===== src/design/atb_pkg.sv =====
package atb_pkg;

  // Field and register widths
  localparam int PIX_W      = 8;
  localparam int COL_OUT_W  = 11;
  localparam int WIDTH_W    = 12;
  localparam int WLEN_W     = 9;
  localparam int DECAY_W    = 16;
  localparam int PCT_W      = 7;
  localparam int CFG_IDX_W  = 2;
  localparam int CFG_DATA_W = 16;

  // Running sum and column sums are 32-bit unsigned fixed point
  localparam int SUM_W = 32;
  localparam logic [SUM_W-1:0] SUM_MAX = '1;

  // Seed grey level and the doubled percent scale used by the threshold test
  localparam int SEED_LEVEL = 127;
  localparam int PCT_SCALE  = 200;

  // Register defaults
  localparam logic [WIDTH_W-1:0] WIDTH_RST = 12'd640;
  localparam logic [WLEN_W-1:0]  WLEN_RST  = 9'd80;
  localparam logic [DECAY_W-1:0] DECAY_RST = 16'd64717;
  localparam logic [PCT_W-1:0]   PCT_RST   = 7'd63;

  // Register indexes
  typedef enum logic [CFG_IDX_W-1:0] {
    REG_IMAGE_WIDTH   = 2'd0,
    REG_WINDOW_LEN    = 2'd1,
    REG_DECAY_COEFF   = 2'd2,
    REG_THRESHOLD_PCT = 2'd3
  } cfg_reg_t;

  // Request from the pixel sequencer to the scan tracker
  typedef struct packed {
    logic step;
    logic restart;
  } scan_req_t;

endpackage


===== src/design/atb_scan.sv =====
module atb_scan #(
  parameter int MAX_WIDTH = 2048
) (
  input  logic                           clk,
  input  logic                           rst,
  input  logic [atb_pkg::WIDTH_W-1:0]    image_width,
  input  atb_pkg::scan_req_t             req,
  output logic [$clog2(MAX_WIDTH)-1:0]   col,
  output logic                           first_row
);
  import atb_pkg::*;

  localparam int COL_W = $clog2(MAX_WIDTH);
  localparam int CNT_W = COL_W + 1;
  localparam int EXT_W = (CNT_W > WIDTH_W) ? CNT_W : WIDTH_W;

  logic [COL_W-1:0] scan_index;
  logic             odd_row;
  logic             first_flag;

  logic [EXT_W-1:0] w_ext;
  logic [CNT_W-1:0] w_eff;
  logic [CNT_W-1:0] w_m1;
  logic [COL_W-1:0] idx_in;
  logic [COL_W-1:0] idx_sat;
  logic [CNT_W-1:0] idx_inc;
  logic             odd_in;
  logic [COL_W-1:0] scan_index_next;
  logic             odd_row_next;
  logic             first_flag_next;

  // Clamp the row width to 1..MAX_WIDTH
  always_comb begin
    w_ext = EXT_W'(image_width);
    if (w_ext == '0) begin
      w_ext = EXT_W'(1);
    end else if (w_ext > EXT_W'(MAX_WIDTH)) begin
      w_ext = EXT_W'(MAX_WIDTH);
    end
    w_eff = CNT_W'(w_ext);
    w_m1  = w_eff - CNT_W'(1);
  end

  // Position of the current pixel; a start mark restarts the scan
  always_comb begin
    idx_in     = req.restart ? '0 : scan_index;
    odd_in     = req.restart ? 1'b0 : odd_row;
    first_row  = req.restart ? 1'b1 : first_flag;
    idx_sat    = ({1'b0, idx_in} >= w_eff) ? w_m1[COL_W-1:0] : idx_in;
    col        = odd_in ? COL_W'(w_m1 - {1'b0, idx_sat}) : idx_sat;
    idx_inc    = {1'b0, idx_sat} + CNT_W'(1);
    if (idx_inc >= w_eff) begin
      scan_index_next = '0;
      odd_row_next    = ~odd_in;
      first_flag_next = 1'b0;
    end else begin
      scan_index_next = idx_inc[COL_W-1:0];
      odd_row_next    = odd_in;
      first_flag_next = first_row;
    end
  end

  // Advance the scan on every transfer
  always_ff @(posedge clk) begin
    if (rst) begin
      scan_index <= '0;
      odd_row    <= 1'b0;
      first_flag <= 1'b1;
    end else if (req.step) begin
      scan_index <= scan_index_next;
      odd_row    <= odd_row_next;
      first_flag <= first_flag_next;
    end
  end

  a_col_in_row: assert property (@(posedge clk) disable iff (rst)
    req.step |-> ({1'b0, col} < w_eff))
    else $error("column outside the current row");

  a_first_row_sticky: assert property (@(posedge clk) disable iff (rst)
    (req.step && !req.restart && !first_flag) |=> !first_flag)
    else $error("first row returned without a start mark");

  a_scan_moves_on_step: assert property (@(posedge clk) disable iff (rst)
    !$stable(scan_index) |-> $past(req.step))
    else $error("scan index moved without a transfer");

endmodule


===== config.mk =====
export PLATFORM = sky130hd
export DESIGN_NAME = atb_scan
export DESIGN_NICKNAME = d
export VERILOG_FILES = /design/src/design/atb_pkg.sv /design/src/design/atb_scan.sv
export SDC_FILE = /design/constraint.sdc
export NUM_CORES = 1
export LEC_CHECK = 0
export BUFFER_PORTS_ARGS = -buffer_cell sky130_fd_sc_hd__buf_2
export CAP_MARGIN = 20
export CORE_MARGIN = 2
export CORE_UTILIZATION = 30
export CTS_CLUSTER_SIZE = 40
export DETAILED_ROUTE_END_ITERATION = 8
export SYNTH_ARGS = -nofsm -noshare
export SYNTH_HDL_FRONTEND = slang
export SYNTH_SLANG_ARGS = --single-unit

===== constraint.sdc =====
create_clock -name clk -period 8.3 [get_ports clk]
set_clock_uncertainty 0.1 [all_clocks]
set_input_delay 0.83 -clock clk [delete_from_list [all_inputs] [get_ports clk]]
set_output_delay 0.83 -clock clk [all_outputs]
set_load 0.01 [all_outputs]

## Word level (Yosys, flattened, before mapping)

Index checks and enable logic that the tools add are counted.

| word-level totals | value |
|---|---|
| register bits | 13 |
| bits of input ports | 16 |
| output and inout bits | 12 |

| cells by class | value |
|---|---|
| add/sub/neg operators | 3 |
| $lt $le $gt $ge | 3 |
| mux-type cells | 10 |
| bitwise gates (word level) | 1 |
| reduce and logical (&&, ||, !) cells | 1 |

Operators with widths:

| kind | number |
|---|---|
| 2-to-1 mux 11 bit | 4 |
| 2-to-1 mux 12 bit | 2 |
| adder 11 x 1 -> 12 bit (second input constant) | 1 |
| greater-or-equal comparator 11 x 12 -> 1 bit | 1 |
| greater-or-equal comparator 12 bit | 1 |
| greater-than comparator 12 bit (second input constant) | 1 |
| zero test 12 bit | 1 |
| subtractor 11 x 1 -> 11 bit (second input constant) | 1 |
| subtractor 11 bit | 1 |
| 2-to-1 mux 1 bit | 4 |
| inverter 1 bit | 1 |

## Logic depth before layout (Yosys ltp)

Gate-level depths: netlist of run 1.

| depth | value |
|---|---|
| depth in word-level cells | 8 |
| mapped depth | 29 |
| mapped depth without buffers | 26 |

## Least setup slack after synthesis of run 1

Ideal clock, no wire load.

| timing | value |
|---|---|
| path type | input to register |
| from | input image_width[2] (netlist name) |
| to | register scan_index[10] |
| library setup time | 0.060 ns |
| arrival | 6.283 ns |
| required time | 8.140 ns |
| slack | 1.857 ns |
| stages on the path | 27 |
| cells stage by stage | clkbuf_1 > nor4_1 > and4_1 > o21ai_0 > inv_1 > ha_1 > nor2b_1 > o21ai_0 > a21oi_1 > o21ai_1 > clkbuf_1 > o21ai_0 > inv_1 > ha_1 > and2_1 > nand4_4 > o31ai_1 > xnor2_1 > ha_1 > or4_1 > a221oi_1 > o21ai_0 > a221oi_1 > and2_1 > nor2b_1 > clkbuf_1 > a22o_1 |

| between the ends | value |
|---|---|
| longest elaborated chain between the ends | 8 |
| elaborated cells between the ends (all ways) | 10 |
| those cells by class | add/sub (2); order compare (3); mux (4); reduce/logical (1) |

RTL lines:

| item | line | RTL |
|---|---|---|
| from (decl) | atb_scan.sv:6 | `input logic [atb_pkg::WIDTH_W-1:0] image_width,` |
| greater-than comparator 12 bit | atb_scan.sv:37 | `end else if (w_ext > EXT_W'(MAX_WIDTH)) begin` |
| 2-to-1 mux 12 bit | atb_scan.sv:37 |  |
| 2-to-1 mux 12 bit * | atb_scan.sv:35 | `if (w_ext == '0) begin` |
| subtractor 11 x 1 -> 11 bit or greater-or-equal comparator 11 x 12 -> 1 bit (tied branches) | atb_scan.sv:41, atb_scan.sv:49 |  |
| 2-to-1 mux 11 bit | atb_scan.sv:49 | `idx_sat = ({1'b0, idx_in} >= w_eff) ? w_m1[COL_W-1:0] : idx_in;` |
| adder 11 x 1 -> 12 bit | atb_scan.sv:51 | `idx_inc = {1'b0, idx_sat} + CNT_W'(1);` |
| greater-or-equal comparator 12 bit | atb_scan.sv:52 | `if (idx_inc >= w_eff) begin` |
| 2-to-1 mux 11 bit * | atb_scan.sv:52 |  |
| to (signal assigned) | atb_scan.sv:70 | `scan_index <= scan_index_next;` |
| to (decl) | atb_scan.sv:17 | `logic [COL_W-1:0] scan_index;` |

Mark *: on every way between the ends. The rest lies on a longest branch, timed or not.
A chain may end at the register's enable or synchronous reset.

## Worst setup path in the final report of run 1

| timing | value |
|---|---|
| from | input image_width[6] (netlist name) |
| to | register scan_index[2] |

The elaborated chain is that of the path after synthesis.

==> results.sh, run 1 <==
export IMPL_status="complete, no violations"
export IMPL_core_region_area_sq_um=8090
export IMPL_ys_seq_elements=13
export IMPL_yosysSeqAreaShare_pct=10.5
export IMPL_fillers=879
export IMPL_drc=0
export IMPL_p_comb_share_pct=47.9
export IMPL_path_clk_slew_ps=50
export IMPL_vias=2593
export IMPL_dieArea_sq_um=8980
export IMPL_fin_nets=402
export IMPL_critPathMaxFanout=8
export IMPL_dp_cells=451
export IMPL_busiest_layer="met2"
export IMPL_grt_util_met1_pct=23.8
export IMPL_switching_power_uw=87.9
export IMPL_grt_pass1_wl_um=11900
export IMPL_place_hpwl_um=5970
export IMPL_p_clk_share_pct=23.5
export IMPL_finalSetupViolations=0
export IMPL_io_pins=28
export IMPL_synth_warnings=0
export IMPL_synth_top_area_share_pct=17.2
export IMPL_grt_use_met2_pct=25.7
export IMPL_drv_slew=0
export IMPL_cts_resized=0
export IMPL_antennaDiodeCount=0
export IMPL_cap_violations=0
export IMPL_hold_violations=0
export IMPL_ys_flop_type="dfxtp_1"
export IMPL_rsz0062_at_grt="no"
export IMPL_drt_initial_drc_count=179
export IMPL_rows=33
export IMPL_cts_setup_buffers=0
export IMPL_yosys_area_top_type="ha_1"
export IMPL_synth_async_reset_ratio_pct=0
export IMPL_synth_cell_types=57
export IMPL_worstPathRequired_ps=8380
export IMPL_max_freq_ghz=0.140
export IMPL_critPathCaptureType="flip-flop"
export IMPL_syn_area_sq_um=2470
export IMPL_clk_latency_ps=240
export IMPL_dr_pass1_iters=5
export IMPL_grt_overflow=0
export IMPL_routed_via_density=5.70
export IMPL_hold_path_cell_count=1
export IMPL_h_tree_depth=1
export IMPL_die_x_um=94.8
export IMPL_p_sw_share_pct=38.4
export IMPL_slowest_stage="nor4_1"
export IMPL_cts_root_buffer="clkbuf_8"
export IMPL_synth_area_leaders="ha_1 (17%), dfxtp_1 (11%), xnor2_1 (5.7%), a21oi_1 (4.7%), nand2_1 (4.6%)"
export IMPL_critPathLaunchType="primary input"
export IMPL_routed_wl_um=7200
export IMPL_initial_core_util_pct=30.6
export IMPL_portBuffers=27
export IMPL_leakagePower_uw=0.00116
export IMPL_clockBufferDepth=2
export IMPL_gr_usage_met3_pct=1.44
export IMPL_avgSynthCellArea_sq_um=7.47
export IMPL_antenna_found_initial=0
export IMPL_fin_cells=455
export IMPL_tightest_slew_ps=739
export IMPL_p_int_uw=141
export IMPL_powerDensity_nw_per_um2=83.6
export IMPL_finalCritPeriodShare_pct=85.8
export IMPL_setup_tns_final_ps=0
export IMPL_cts_tree="yes"
export IMPL_min_period_ps=7120
export IMPL_grt_use_total_pct=16.4
export IMPL_rr_worst_depth=22
export IMPL_seqPwrFrac_pct=28.5
export IMPL_gp_congestion=0.911
export IMPL_grt_max_degree=20
export IMPL_drive_gt1_share_pct=12.9
export IMPL_area_growth_pct=10.6
export IMPL_die_h_um=94.8
export IMPL_clock_sinks=13
export IMPL_cts_made_buffers=3
export IMPL_grt_pass1_vias=2374
export IMPL_synth_edf_count=0
export IMPL_ir_drop_mv=0.0705
export IMPL_critPathKind="primary input to flip-flop"
export IMPL_slew_headroom_pct=50.8
export IMPL_detail_route_wl_per_cell_um=15.8
export IMPL_syn_inst=331
export IMPL_ant_nets=0
export IMPL_hold_buffers=0
export IMPL_power_uw=229
export IMPL_critical_path_arrival_ps=7200
export IMPL_hp_class="flip-flop to flip-flop"
export IMPL_critPathMaxStageDelay_ps=650
export IMPL_syn_nets=382
## placed cells by master, fill, tap and decap left out, drive strengths merged, types with 2 or more instances in the layout
| cell | count |
|---|---|
| a31oi | 3 |
| or4 | 7 |
| nand2 | 30 |
| clkbuf | 4 |
| o21bai | 3 |
| nand2b | 11 |
| a21oi | 23 |
| o21a | 2 |
| inv | 15 |
| a221oi | 4 |
| a22oi | 2 |
| a211oi | 3 |
| nor2 | 20 |
| or2 | 3 |
| o31ai | 4 |
| nand4 | 4 |
| nor3 | 11 |
| o211ai | 8 |
| a21o | 3 |
| ha | 34 |
| xnor2 | 16 |
| mux2i | 9 |
| a22o | 8 |
| dfxtp | 13 |
| and2 | 4 |
| mux2 | 3 |
| or3 | 3 |
| buf | 28 |
| nand4b | 2 |
| o21ai | 23 |
| nor4 | 3 |
| nor2b | 17 |
| nand3 | 5 |
| xor2 | 4 |
## power groups by stage
stage	Sequential (uW)	Clock (uW)	Combinational, uW
floorplan	66.1	0	79.7
global placement	66.4	0	107
detailed placement	66.5	0	108
CTS	65.2	55.6	109
global route	65.4	57.6	123
finish	65.3	53.8	110
## area by class of cell
cell class	instances	area, sq um	share of cell area [%]
multi-input combinational	290	2100	76.8
sequential	13	260	9.52
timing repair buffer	28	143	5.22
tap	105	131	4.80
inverter	15	56.3	2.06
clock buffer	4	45.0	1.65
## Yosys cell counts (all sizes together), types with 2 or more instances
library cell and number:
nand2b 11, xor2 4, or2 3, a221oi 4
or3 3, or4 7, nand4b 2, a21oi 23
nor2 20, a22oi 2, nor2b 17, mux2i 9
clkbuf 12, o21ai 23, mux2 3, a211oi 3
o21bai 3, a21o 3, dfxtp 13, o211ai 8
ha 34, a31oi 3, o21a 2, xnor2 16
o31ai 4, nand2 30, nand3 5, inv 15
nor3 11, a22o 8, nor4 3, nand4 4
and2 4
## flip-flops by register name, indices dropped and copies added, names as in the netlist
| register | count |
|---|---|
| first_flag | 1 |
| scan_index | 11 |
| odd_row | 1 |
## layer usage
metal,up-vias,routed length (um)
li1,1272,-
met1,1184,3390
met2,121,3090
met3,16,552
met4,0,155
met5,-,0
## path summary, 6_finish.rpt
check / slack, ps / to / start
max: 1180 / scan_index[2]$_SDFFE_PP0P_ / image_width[6]
min: 370 / scan_index[9]$_SDFFE_PP0P_ / scan_index[9]$_SDFFE_PP0P_
max reg2reg: 2230 / scan_index[2]$_SDFFE_PP0P_ / scan_index[3]$_SDFFE_PP0P_
min reg2reg: 370 / scan_index[9]$_SDFFE_PP0P_ / scan_index[9]$_SDFFE_PP0P_
## cell families (layout without fill, tap and decap cells)
family / count (synthesis) / after routing / synth area share, %
DFF: 13 / 13 / 10.5
adders and majority gates: 35 / 35 / 18.0
muxes: 12 / 12 / 5.16
and+or+nand+nor: 127 / 127 / 28.4
buffers and inverters: 28 / 47 / 4.55
AOI/OAI and AO/OA: 96 / 96 / 26.3
xor gates and xnor gates: 20 / 20 / 7.08
## worst max-delay path: cells and delay by family
kind            cells  cell delay (ps)
compound gates     10             2210
xor+xnor            1              150
fa+ha+maj           3              570
buf+inv             3              400
mux                 1              420
simple gates        8             2580
## per-stage QoR
step                area, sq um  setup slack [ps]  util, %  hold slack [ps]
floorplan                  2470              1860        -              335
global placement           2690              1110     33.2              348
detailed placement         2690              1010     33.2              352
CTS                        2740              1240     33.8              370
global route               2740               407     33.8              390
finish                     2740              1180     33.8              367
Note: power is estimated with default switching activity, not from simulation.
==> run 2, diff against run 1 <==
--- a/config.mk
+++ b/config.mk
@@ -7,6 +7,7 @@
 export LEC_CHECK = 0
 export BUFFER_PORTS_ARGS = -buffer_cell sky130_fd_sc_hd__buf_2
 export CAP_MARGIN = 20
+export CORE_ASPECT_RATIO = 1.4
 export CORE_MARGIN = 2
 export CORE_UTILIZATION = 30
 export CTS_CLUSTER_SIZE = 40
==> constraint.sdc (replaced) <==
create_clock -name clk -period 8.4 [get_ports clk]
set_clock_uncertainty 0.1 [all_clocks]
set_input_delay 0.84 -clock clk [delete_from_list [all_inputs] [get_ports clk]]
set_output_delay 0.84 -clock clk [all_outputs]
set_load 0.01 [all_outputs]
==> run 2 against run 1 <==
Sequential power is 1% lower. Combinational power about the same. Sequential cell count is the same. Die area is 0.12% higher. Non-clock buffer count did not move. First-iteration DRC count grew 5.6%. Critical path depth unchanged. Core utilization is 0.34 points higher. Critical path type unchanged. Largest cell class unchanged. Largest power group unchanged.
==> results.sh, run 2 (synthesis results as in run 1) <==
export IMPL_status="complete, no violations"
export IMPL_drc=0
export IMPL_hold_start="scan_index[9]$_SDFFE_PP0P_"
export IMPL_routed_via_density=5.66
export IMPL_antennaDiodeCount=0
export IMPL_clk_latency_ps=240
export IMPL_antenna_found_initial=0
export IMPL_place_hpwl_um=6200
export IMPL_critPathMaxFanout=8
export IMPL_cts_made_buffers=3
export IMPL_powerDensity_nw_per_um2=95.7
export IMPL_core_region_area_sq_um=8100
export IMPL_hold_buffers=0
export IMPL_drt_initial_drc_count=189
export IMPL_die_x_um=80.7
export IMPL_regArea_sq_um=260
export IMPL_drv_slew=0
export IMPL_ant_nets=0
export IMPL_grt_pass1_wl_um=12200
export IMPL_largestRegisters="scan_index: 11 flops, first_flag: 1 flops, odd_row: 1 flops"
export IMPL_fin_nets=402
export IMPL_regMostFlops="scan_index"
export IMPL_slew_headroom_pct=47.8
export IMPL_critPathCaptureType="flip-flop"
export IMPL_clock_sinks=13
export IMPL_grt_overflow=0
export IMPL_grt_pass1_vias=2559
export IMPL_cp_startpoint="image_width[6]"
export IMPL_leakagePower_uw=0.00118
export IMPL_timing_final_ws_setup_ps=1260
export IMPL_initial_core_util_pct=30.5
export IMPL_cts_resized=0
export IMPL_largest_reg_flops=11
export IMPL_max_freq_ghz=0.140
export IMPL_finalCritPeriodShare_pct=85.0
export IMPL_portBuffers=27
export IMPL_cts_root_buffer="clkbuf_16"
export IMPL_critPathLaunchType="primary input"
export IMPL_finalSetupViolations=0
export IMPL_hold_violations=0
export IMPL_gp_congestion=0.922
export IMPL_dp_cells=448
export IMPL_rsz0062_at_grt="no"
export IMPL_dr_pass1_iters=4
export IMPL_drive_gt1_share_pct=12.9
export IMPL_final_util_pct=34.1
export IMPL_fillers=896
export IMPL_cts_tree="yes"
export IMPL_die_h_um=111
export IMPL_dp_slack_ps=1110
export IMPL_vias=2560
export IMPL_final_cell_mix="ha_1 (34), nand2_1 (30), buf_2 (27)"
export IMPL_rr_worst_depth=22
export IMPL_tightest_slew_ps=776
export IMPL_cap_violations=0
export IMPL_regToRegEndpoint="scan_index[4]$_SDFFE_PP0P_"
export IMPL_worstSetupEndpoint="scan_index[4]$_SDFFE_PP0P_"
export IMPL_dieArea_sq_um=8990
export IMPL_reg2reg_slack_ps=2320
export IMPL_clockBufferDepth=2
export IMPL_fin_cells=452
export IMPL_routed_wl_um=7500
export IMPL_cts_setup_buffers=0
export IMPL_hp_class="flip-flop to flip-flop"
export IMPL_path_clk_slew_ps=40
export IMPL_min_period_ps=7140
export IMPL_area_growth_pct=11.8
export IMPL_ir_drop_mv=0.0517
export IMPL_detail_route_wl_per_cell_um=16.6
export IMPL_grt_max_degree=20
export IMPL_grt_use_total_pct=17.1
export IMPL_multiInputGateArea_sq_um=2100
export IMPL_h_tree_depth=1
export IMPL_r2r_start="scan_index[4]$_SDFFE_PP0P_"
export IMPL_setup_tns_final_ps=0
export IMPL_rows=39
export IMPL_io_pins=28
export IMPL_critPathKind="primary input to flip-flop"
export IMPL_finalInstanceArea_sq_um=2770
export IMPL_critical_path_arrival_ps=7220
export IMPL_placed_area_sq_um=2690
export IMPL_final_common_cell="ha_1"
export IMPL_worstPathRequired_ps=8480
run 2: cell types whose count changed in the layout (fill, tap and decap cells not counted):
cell	previous run	this run
clkbuf_16	0	3
clkbuf_8	3	0
run 2: how the worst min path moves through the flow:
stage                                             to  depth (start not counted)  slack (ps)
after floorplan           scan_index[8]$_SDFFE_PP0P_                          1         330
after CTS                 scan_index[9]$_SDFFE_PP0P_                          1         370
after global routing      scan_index[8]$_SDFFE_PP0P_                          1         390
after detailed placement  scan_index[8]$_SDFFE_PP0P_                          1         350
after global placement    scan_index[9]$_SDFFE_PP0P_                          1         350
final                     scan_index[9]$_SDFFE_PP0P_                          1         370
run 2: layout make-up:
type	count	area share, %
Multi-Input combinational cell	290	75.9
Sequential cell	13	9.41
Timing Repair Buffer	28	5.16
Tap cell	102	4.62
Clock buffer	4	2.85
Inverter	15	2.04
run 2: worst max-delay path, cell delays in order:
cell	delay (ps)
buf_2	130
nor4_1	690
and4_1	330
o21ai_0	130
inv_1	150
ha_1	240
nor2b_1	100
o21ai_0	100
a21oi_1	300
o21ai_1	220
mux2_2	370
inv_1	90
ha_1	190
nand4b_1	220
nor3_1	260
o211ai_1	140
o31ai_1	130
xnor2_1	140
ha_1	230
or4_1	470
a221oi_1	210
o21ai_0	120
a221oi_1	450
and2_1	230
nor2b_1	510
a22o_1	240
run 2: metrics by stage:
stage	total power, uW	hold WS, ps
2_1_floorplan	144	335
4_1_cts	264	367
5_1_grt	281	392
3_3_place_gp	173	350
6_report	265	366
3_5_place_dp	174	353
run 2: where the power goes:
| part | internal (uW) | leakage (uW) | switching (uW) |
|---|---|---|---|
| Sequential | 63.5 | 0.000105 | 1.11 |
| Clock | 64.0 | 0.0000382 | 26.3 |
| Combinational | 42.6 | 0.00104 | 67.1 |
| Total | 170 | 0.00118 | 94.5 |
run 2: per-layer routing:
layer	part of all wire, %	track usage, %	up-vias
li1	-	-	1270
met1	43	20.9	1178
met2	48	30.1	92
met3	4.0	1.05	20
met4	4.3	7.57	0
met5	0	0	-
==> run 3, diff against run 2 <==
--- a/config.mk
+++ b/config.mk
@@ -5,6 +5,7 @@
 export SDC_FILE = /design/constraint.sdc
 export NUM_CORES = 1
 export LEC_CHECK = 0
+export ABC_AREA = 1
 export BUFFER_PORTS_ARGS = -buffer_cell sky130_fd_sc_hd__buf_2
 export CAP_MARGIN = 20
 export CORE_ASPECT_RATIO = 1.4
==> constraint.sdc (replaced) <==
create_clock -name clk -period 6.1 [get_ports clk]
set_clock_uncertainty 0.1 [all_clocks]
set_input_delay 0.61 -clock clk [delete_from_list [all_inputs] [get_ports clk]]
set_output_delay 0.61 -clock clk [all_outputs]
set_load 0.01 [all_outputs]
==> run 3 against run 2 <==
Wire length shrank 4.8%. Hold slack got worse by 2.8 ps. Critical path depth increased by 2. Die area is 3.7% higher. Sequential power increased by 41%. Register-to-register slack lost 620 ps. Final area increased by 4.3%. Core utilization up 0.84 points. Sequential share of layout area down 0.39 points. Clock power grew 33%. Final cell count increased by 22%. Highest routed layer unchanged. Global-route usage fell by 1.5 points.
==> results.sh, run 3 <==
export IMPL_rows=39
export IMPL_synth_edf_count=0
export IMPL_synth_area_leaders="nand2_1 (17%), ha_1 (17%), dfxtp_1 (10%), inv_1 (8.8%), a21oi_1 (5.7%)"
export IMPL_yosysSeqAreaShare_pct=10.1
export IMPL_ir_drop_mv=0.0675
export IMPL_hold_slack_ps=363
export IMPL_hold_violations=0
export IMPL_ant_nets=0
export IMPL_finalCritPeriodShare_pct=91.0
export IMPL_r2r_start="scan_index[10]$_SDFFE_PP0P_"
export IMPL_power_uw=437
export IMPL_clk_latency_ps=240
export IMPL_ys_flop_type="dfxtp_1"
export IMPL_routed_via_density=4.91
export IMPL_synth_cell_types=42
export IMPL_largestRegisters="scan_index: 11 flops, first_flag: 1 flops, odd_row: 1 flops"
export IMPL_synth_async_reset_ratio_pct=0
export IMPL_ys_seq_elements=13
export IMPL_max_freq_ghz=0.180
export IMPL_syn_area_sq_um=2570
export IMPL_synth_warnings=0
export IMPL_p_clk_share_pct=27.4
export IMPL_initial_core_util_pct=31.1
export IMPL_leakagePower_uw=0.00138
export IMPL_dp_slack_ps=440
export IMPL_core_region_area_sq_um=8250
export IMPL_portBuffers=27
export IMPL_drc=0
export IMPL_timing_final_ws_setup_ps=549
export IMPL_die_h_um=113
export IMPL_grt_use_total_pct=15.5
export IMPL_hp_class="flip-flop to flip-flop"
export IMPL_syn_nets=476
export IMPL_largest_reg_flops=11
export IMPL_status="complete, no violations"
export IMPL_powerDensity_nw_per_um2=152
export IMPL_fin_nets=503
export IMPL_final_common_cell="nand2_1"
export IMPL_synth_top_area_share_pct=17.0
export IMPL_h_tree_depth=1
export IMPL_grt_pass1_vias=2558
export IMPL_p_sw_share_pct=40.8
export IMPL_final_cell_mix="nand2_1 (116), inv_1 (60), nor2_1 (38)"
export IMPL_worstSetupEndpoint="col[9]"
export IMPL_drive_gt1_share_pct=17.5
export IMPL_dr_pass1_iters=4
export IMPL_switching_power_uw=178
export IMPL_rr_worst_depth=27
export IMPL_cts_root_buffer="clkbuf_16"
export IMPL_cts_tree="yes"
export IMPL_dp_cells=549
export IMPL_io_pins=28
export IMPL_antenna_found_initial=0
export IMPL_cts_made_buffers=3
export IMPL_fin_cells=553
export IMPL_clock_sinks=13
export IMPL_grt_overflow=0
export IMPL_vias=2716
export IMPL_p_int_uw=259
export IMPL_regToRegEndpoint="scan_index[5]$_SDFFE_PP0P_"
export IMPL_cp_startpoint="image_width[3]"
export IMPL_die_x_um=82.2
export IMPL_critPathKind="primary input to output pin"
export IMPL_routed_wl_um=7140
export IMPL_area_growth_pct=12.3
export IMPL_critPathLaunchType="primary input"
export IMPL_critical_path_arrival_ps=4840
export IMPL_critPathMaxFanout=15
export IMPL_worstPathRequired_ps=5390
export IMPL_clockBufferDepth=2
export IMPL_regMostFlops="scan_index"
export IMPL_place_hpwl_um=6170
export IMPL_cts_setup_buffers=0
export IMPL_critPathCaptureType="output pin"
export IMPL_dieArea_sq_um=9320
export IMPL_rsz0062_at_grt="no"
export IMPL_tightest_slew_ps=659
export IMPL_synthMostInstantiatedCell="nand2_1"
export IMPL_grt_pass1_wl_um=11600
export IMPL_min_period_ps=5550
export IMPL_gp_congestion=0.868
export IMPL_drt_initial_drc_count=100
export IMPL_p_comb_share_pct=51.8
export IMPL_syn_inst=425
export IMPL_yosys_area_top_type="nand2_1"
export IMPL_path_clk_slew_ps=40
export IMPL_cap_violations=0
export IMPL_seqPwrFrac_pct=20.8
export IMPL_fillers=901
export IMPL_avgSynthCellArea_sq_um=6.04
export IMPL_slew_headroom_pct=55.5
export IMPL_synth_commonest_cells="nand2_1 (116), inv_1 (60), nor2_1 (38)"
export IMPL_finalSetupViolations=0
export IMPL_grt_max_degree=18
export IMPL_detail_route_wl_per_cell_um=12.9
export IMPL_antennaDiodeCount=0
export IMPL_setup_tns_final_ps=0
export IMPL_drv_slew=0
export IMPL_reg2reg_slack_ps=1700
## run 3: layer usage
layer / vias up / track usage, % / share of wire, %
li1: 1436 / - / -
met1: 1232 / 18.0 / 43
met2: 42 / 29.7 / 53
met3: 6 / 0.949 / 2.0
met4: 0 / 4.00 / 1.8
met5: - / 0 / 0
## run 3: power by group through the flow
stage | Sequential, uW | Combinational (uW) | Clock (uW)
6_report | 91.1 | 226 | 120
5_1_grt | 91.5 | 259 | 128
4_1_cts | 91.1 | 225 | 123
3_5_place_dp | 92.6 | 224 | 0
3_3_place_gp | 92.5 | 222 | 0
2_1_floorplan | 92.2 | 166 | 0
## run 3: area by class of cell
class / count / area, sq um / share of cell area [%]
well taps: 102 / 128 / 4.43
clock buffers: 4 / 78.8 / 2.73
flip-flops and latches: 13 / 260 / 9.02
inverters: 64 / 245 / 8.50
multi-input cells: 340 / 2010 / 69.8
repair buffers: 30 / 158 / 5.47
## run 3: cells by family (layout without fill, tap and decap cells)
| logic type | after synthesis | in the layout | share of synthesized area [%] |
|---|---|---|---|
| compound gates | 74 | 74 | 17.0 |
| fa+ha+maj | 35 | 35 | 17.3 |
| buf+inv | 72 | 98 | 11.7 |
| xor+xnor | 7 | 7 | 2.97 |
| simple gates | 224 | 224 | 40.9 |
| flops | 13 | 13 | 10.1 |
## run 3: worst max-delay path, stage by stage
cell and delay [ps]:
buf_2 140, nor2_1 110, nand2_1 70, nor2_2 130
nand2_1 80, nand2_2 210, nand2_1 190, ha_1 370
a21oi_1 180, nand2_1 100, nand2_2 80, nand4_4 280
o21ai_4 310, inv_1 70, ha_1 280, a21oi_1 60
nor2_1 120, nor2_1 70, o21ai_1 200, a21oi_1 150
o21ai_0 260, nand2_1 100, nand2_1 70, a21oi_1 70
or2_2 270, nand3_1 70, nand2_1 50, buf_2 130
## run 3: per-stage QoR
| step | area, sq um | util [%] |
|---|---|---|
| global placement | 2800 | 33.9 |
| detailed placement | 2800 | 33.9 |
| floorplan | 2570 | - |
| global route | 2880 | 35.0 |
| CTS | 2880 | 34.9 |
| finish | 2880 | 35.0 |
## run 3: timing repair
action / CTS / global route
hold buffers: 0 / 0
setup endpoints to repair: 0 / 1
gates resized for setup: 0 / 2
## run 3: worst min path at each step
stage / end / start / cells past startpoint / slack, ps
3_5_place_dp: first_flag$_SDFFE_PP1P_ / first_flag$_SDFFE_PP1P_ / 2 / 350
4_1_cts: scan_index[4]$_SDFFE_PP0P_ / scan_index[4]$_SDFFE_PP0P_ / 2 / 360
3_3_place_gp: first_flag$_SDFFE_PP1P_ / first_flag$_SDFFE_PP1P_ / 2 / 340
6_report: scan_index[4]$_SDFFE_PP0P_ / scan_index[4]$_SDFFE_PP0P_ / 2 / 360
2_1_floorplan: first_flag$_SDFFE_PP1P_ / first_flag$_SDFFE_PP1P_ / 2 / 330
5_1_grt: scan_index[7]$_SDFFE_PP0P_ / scan_index[7]$_SDFFE_PP0P_ / 2 / 380
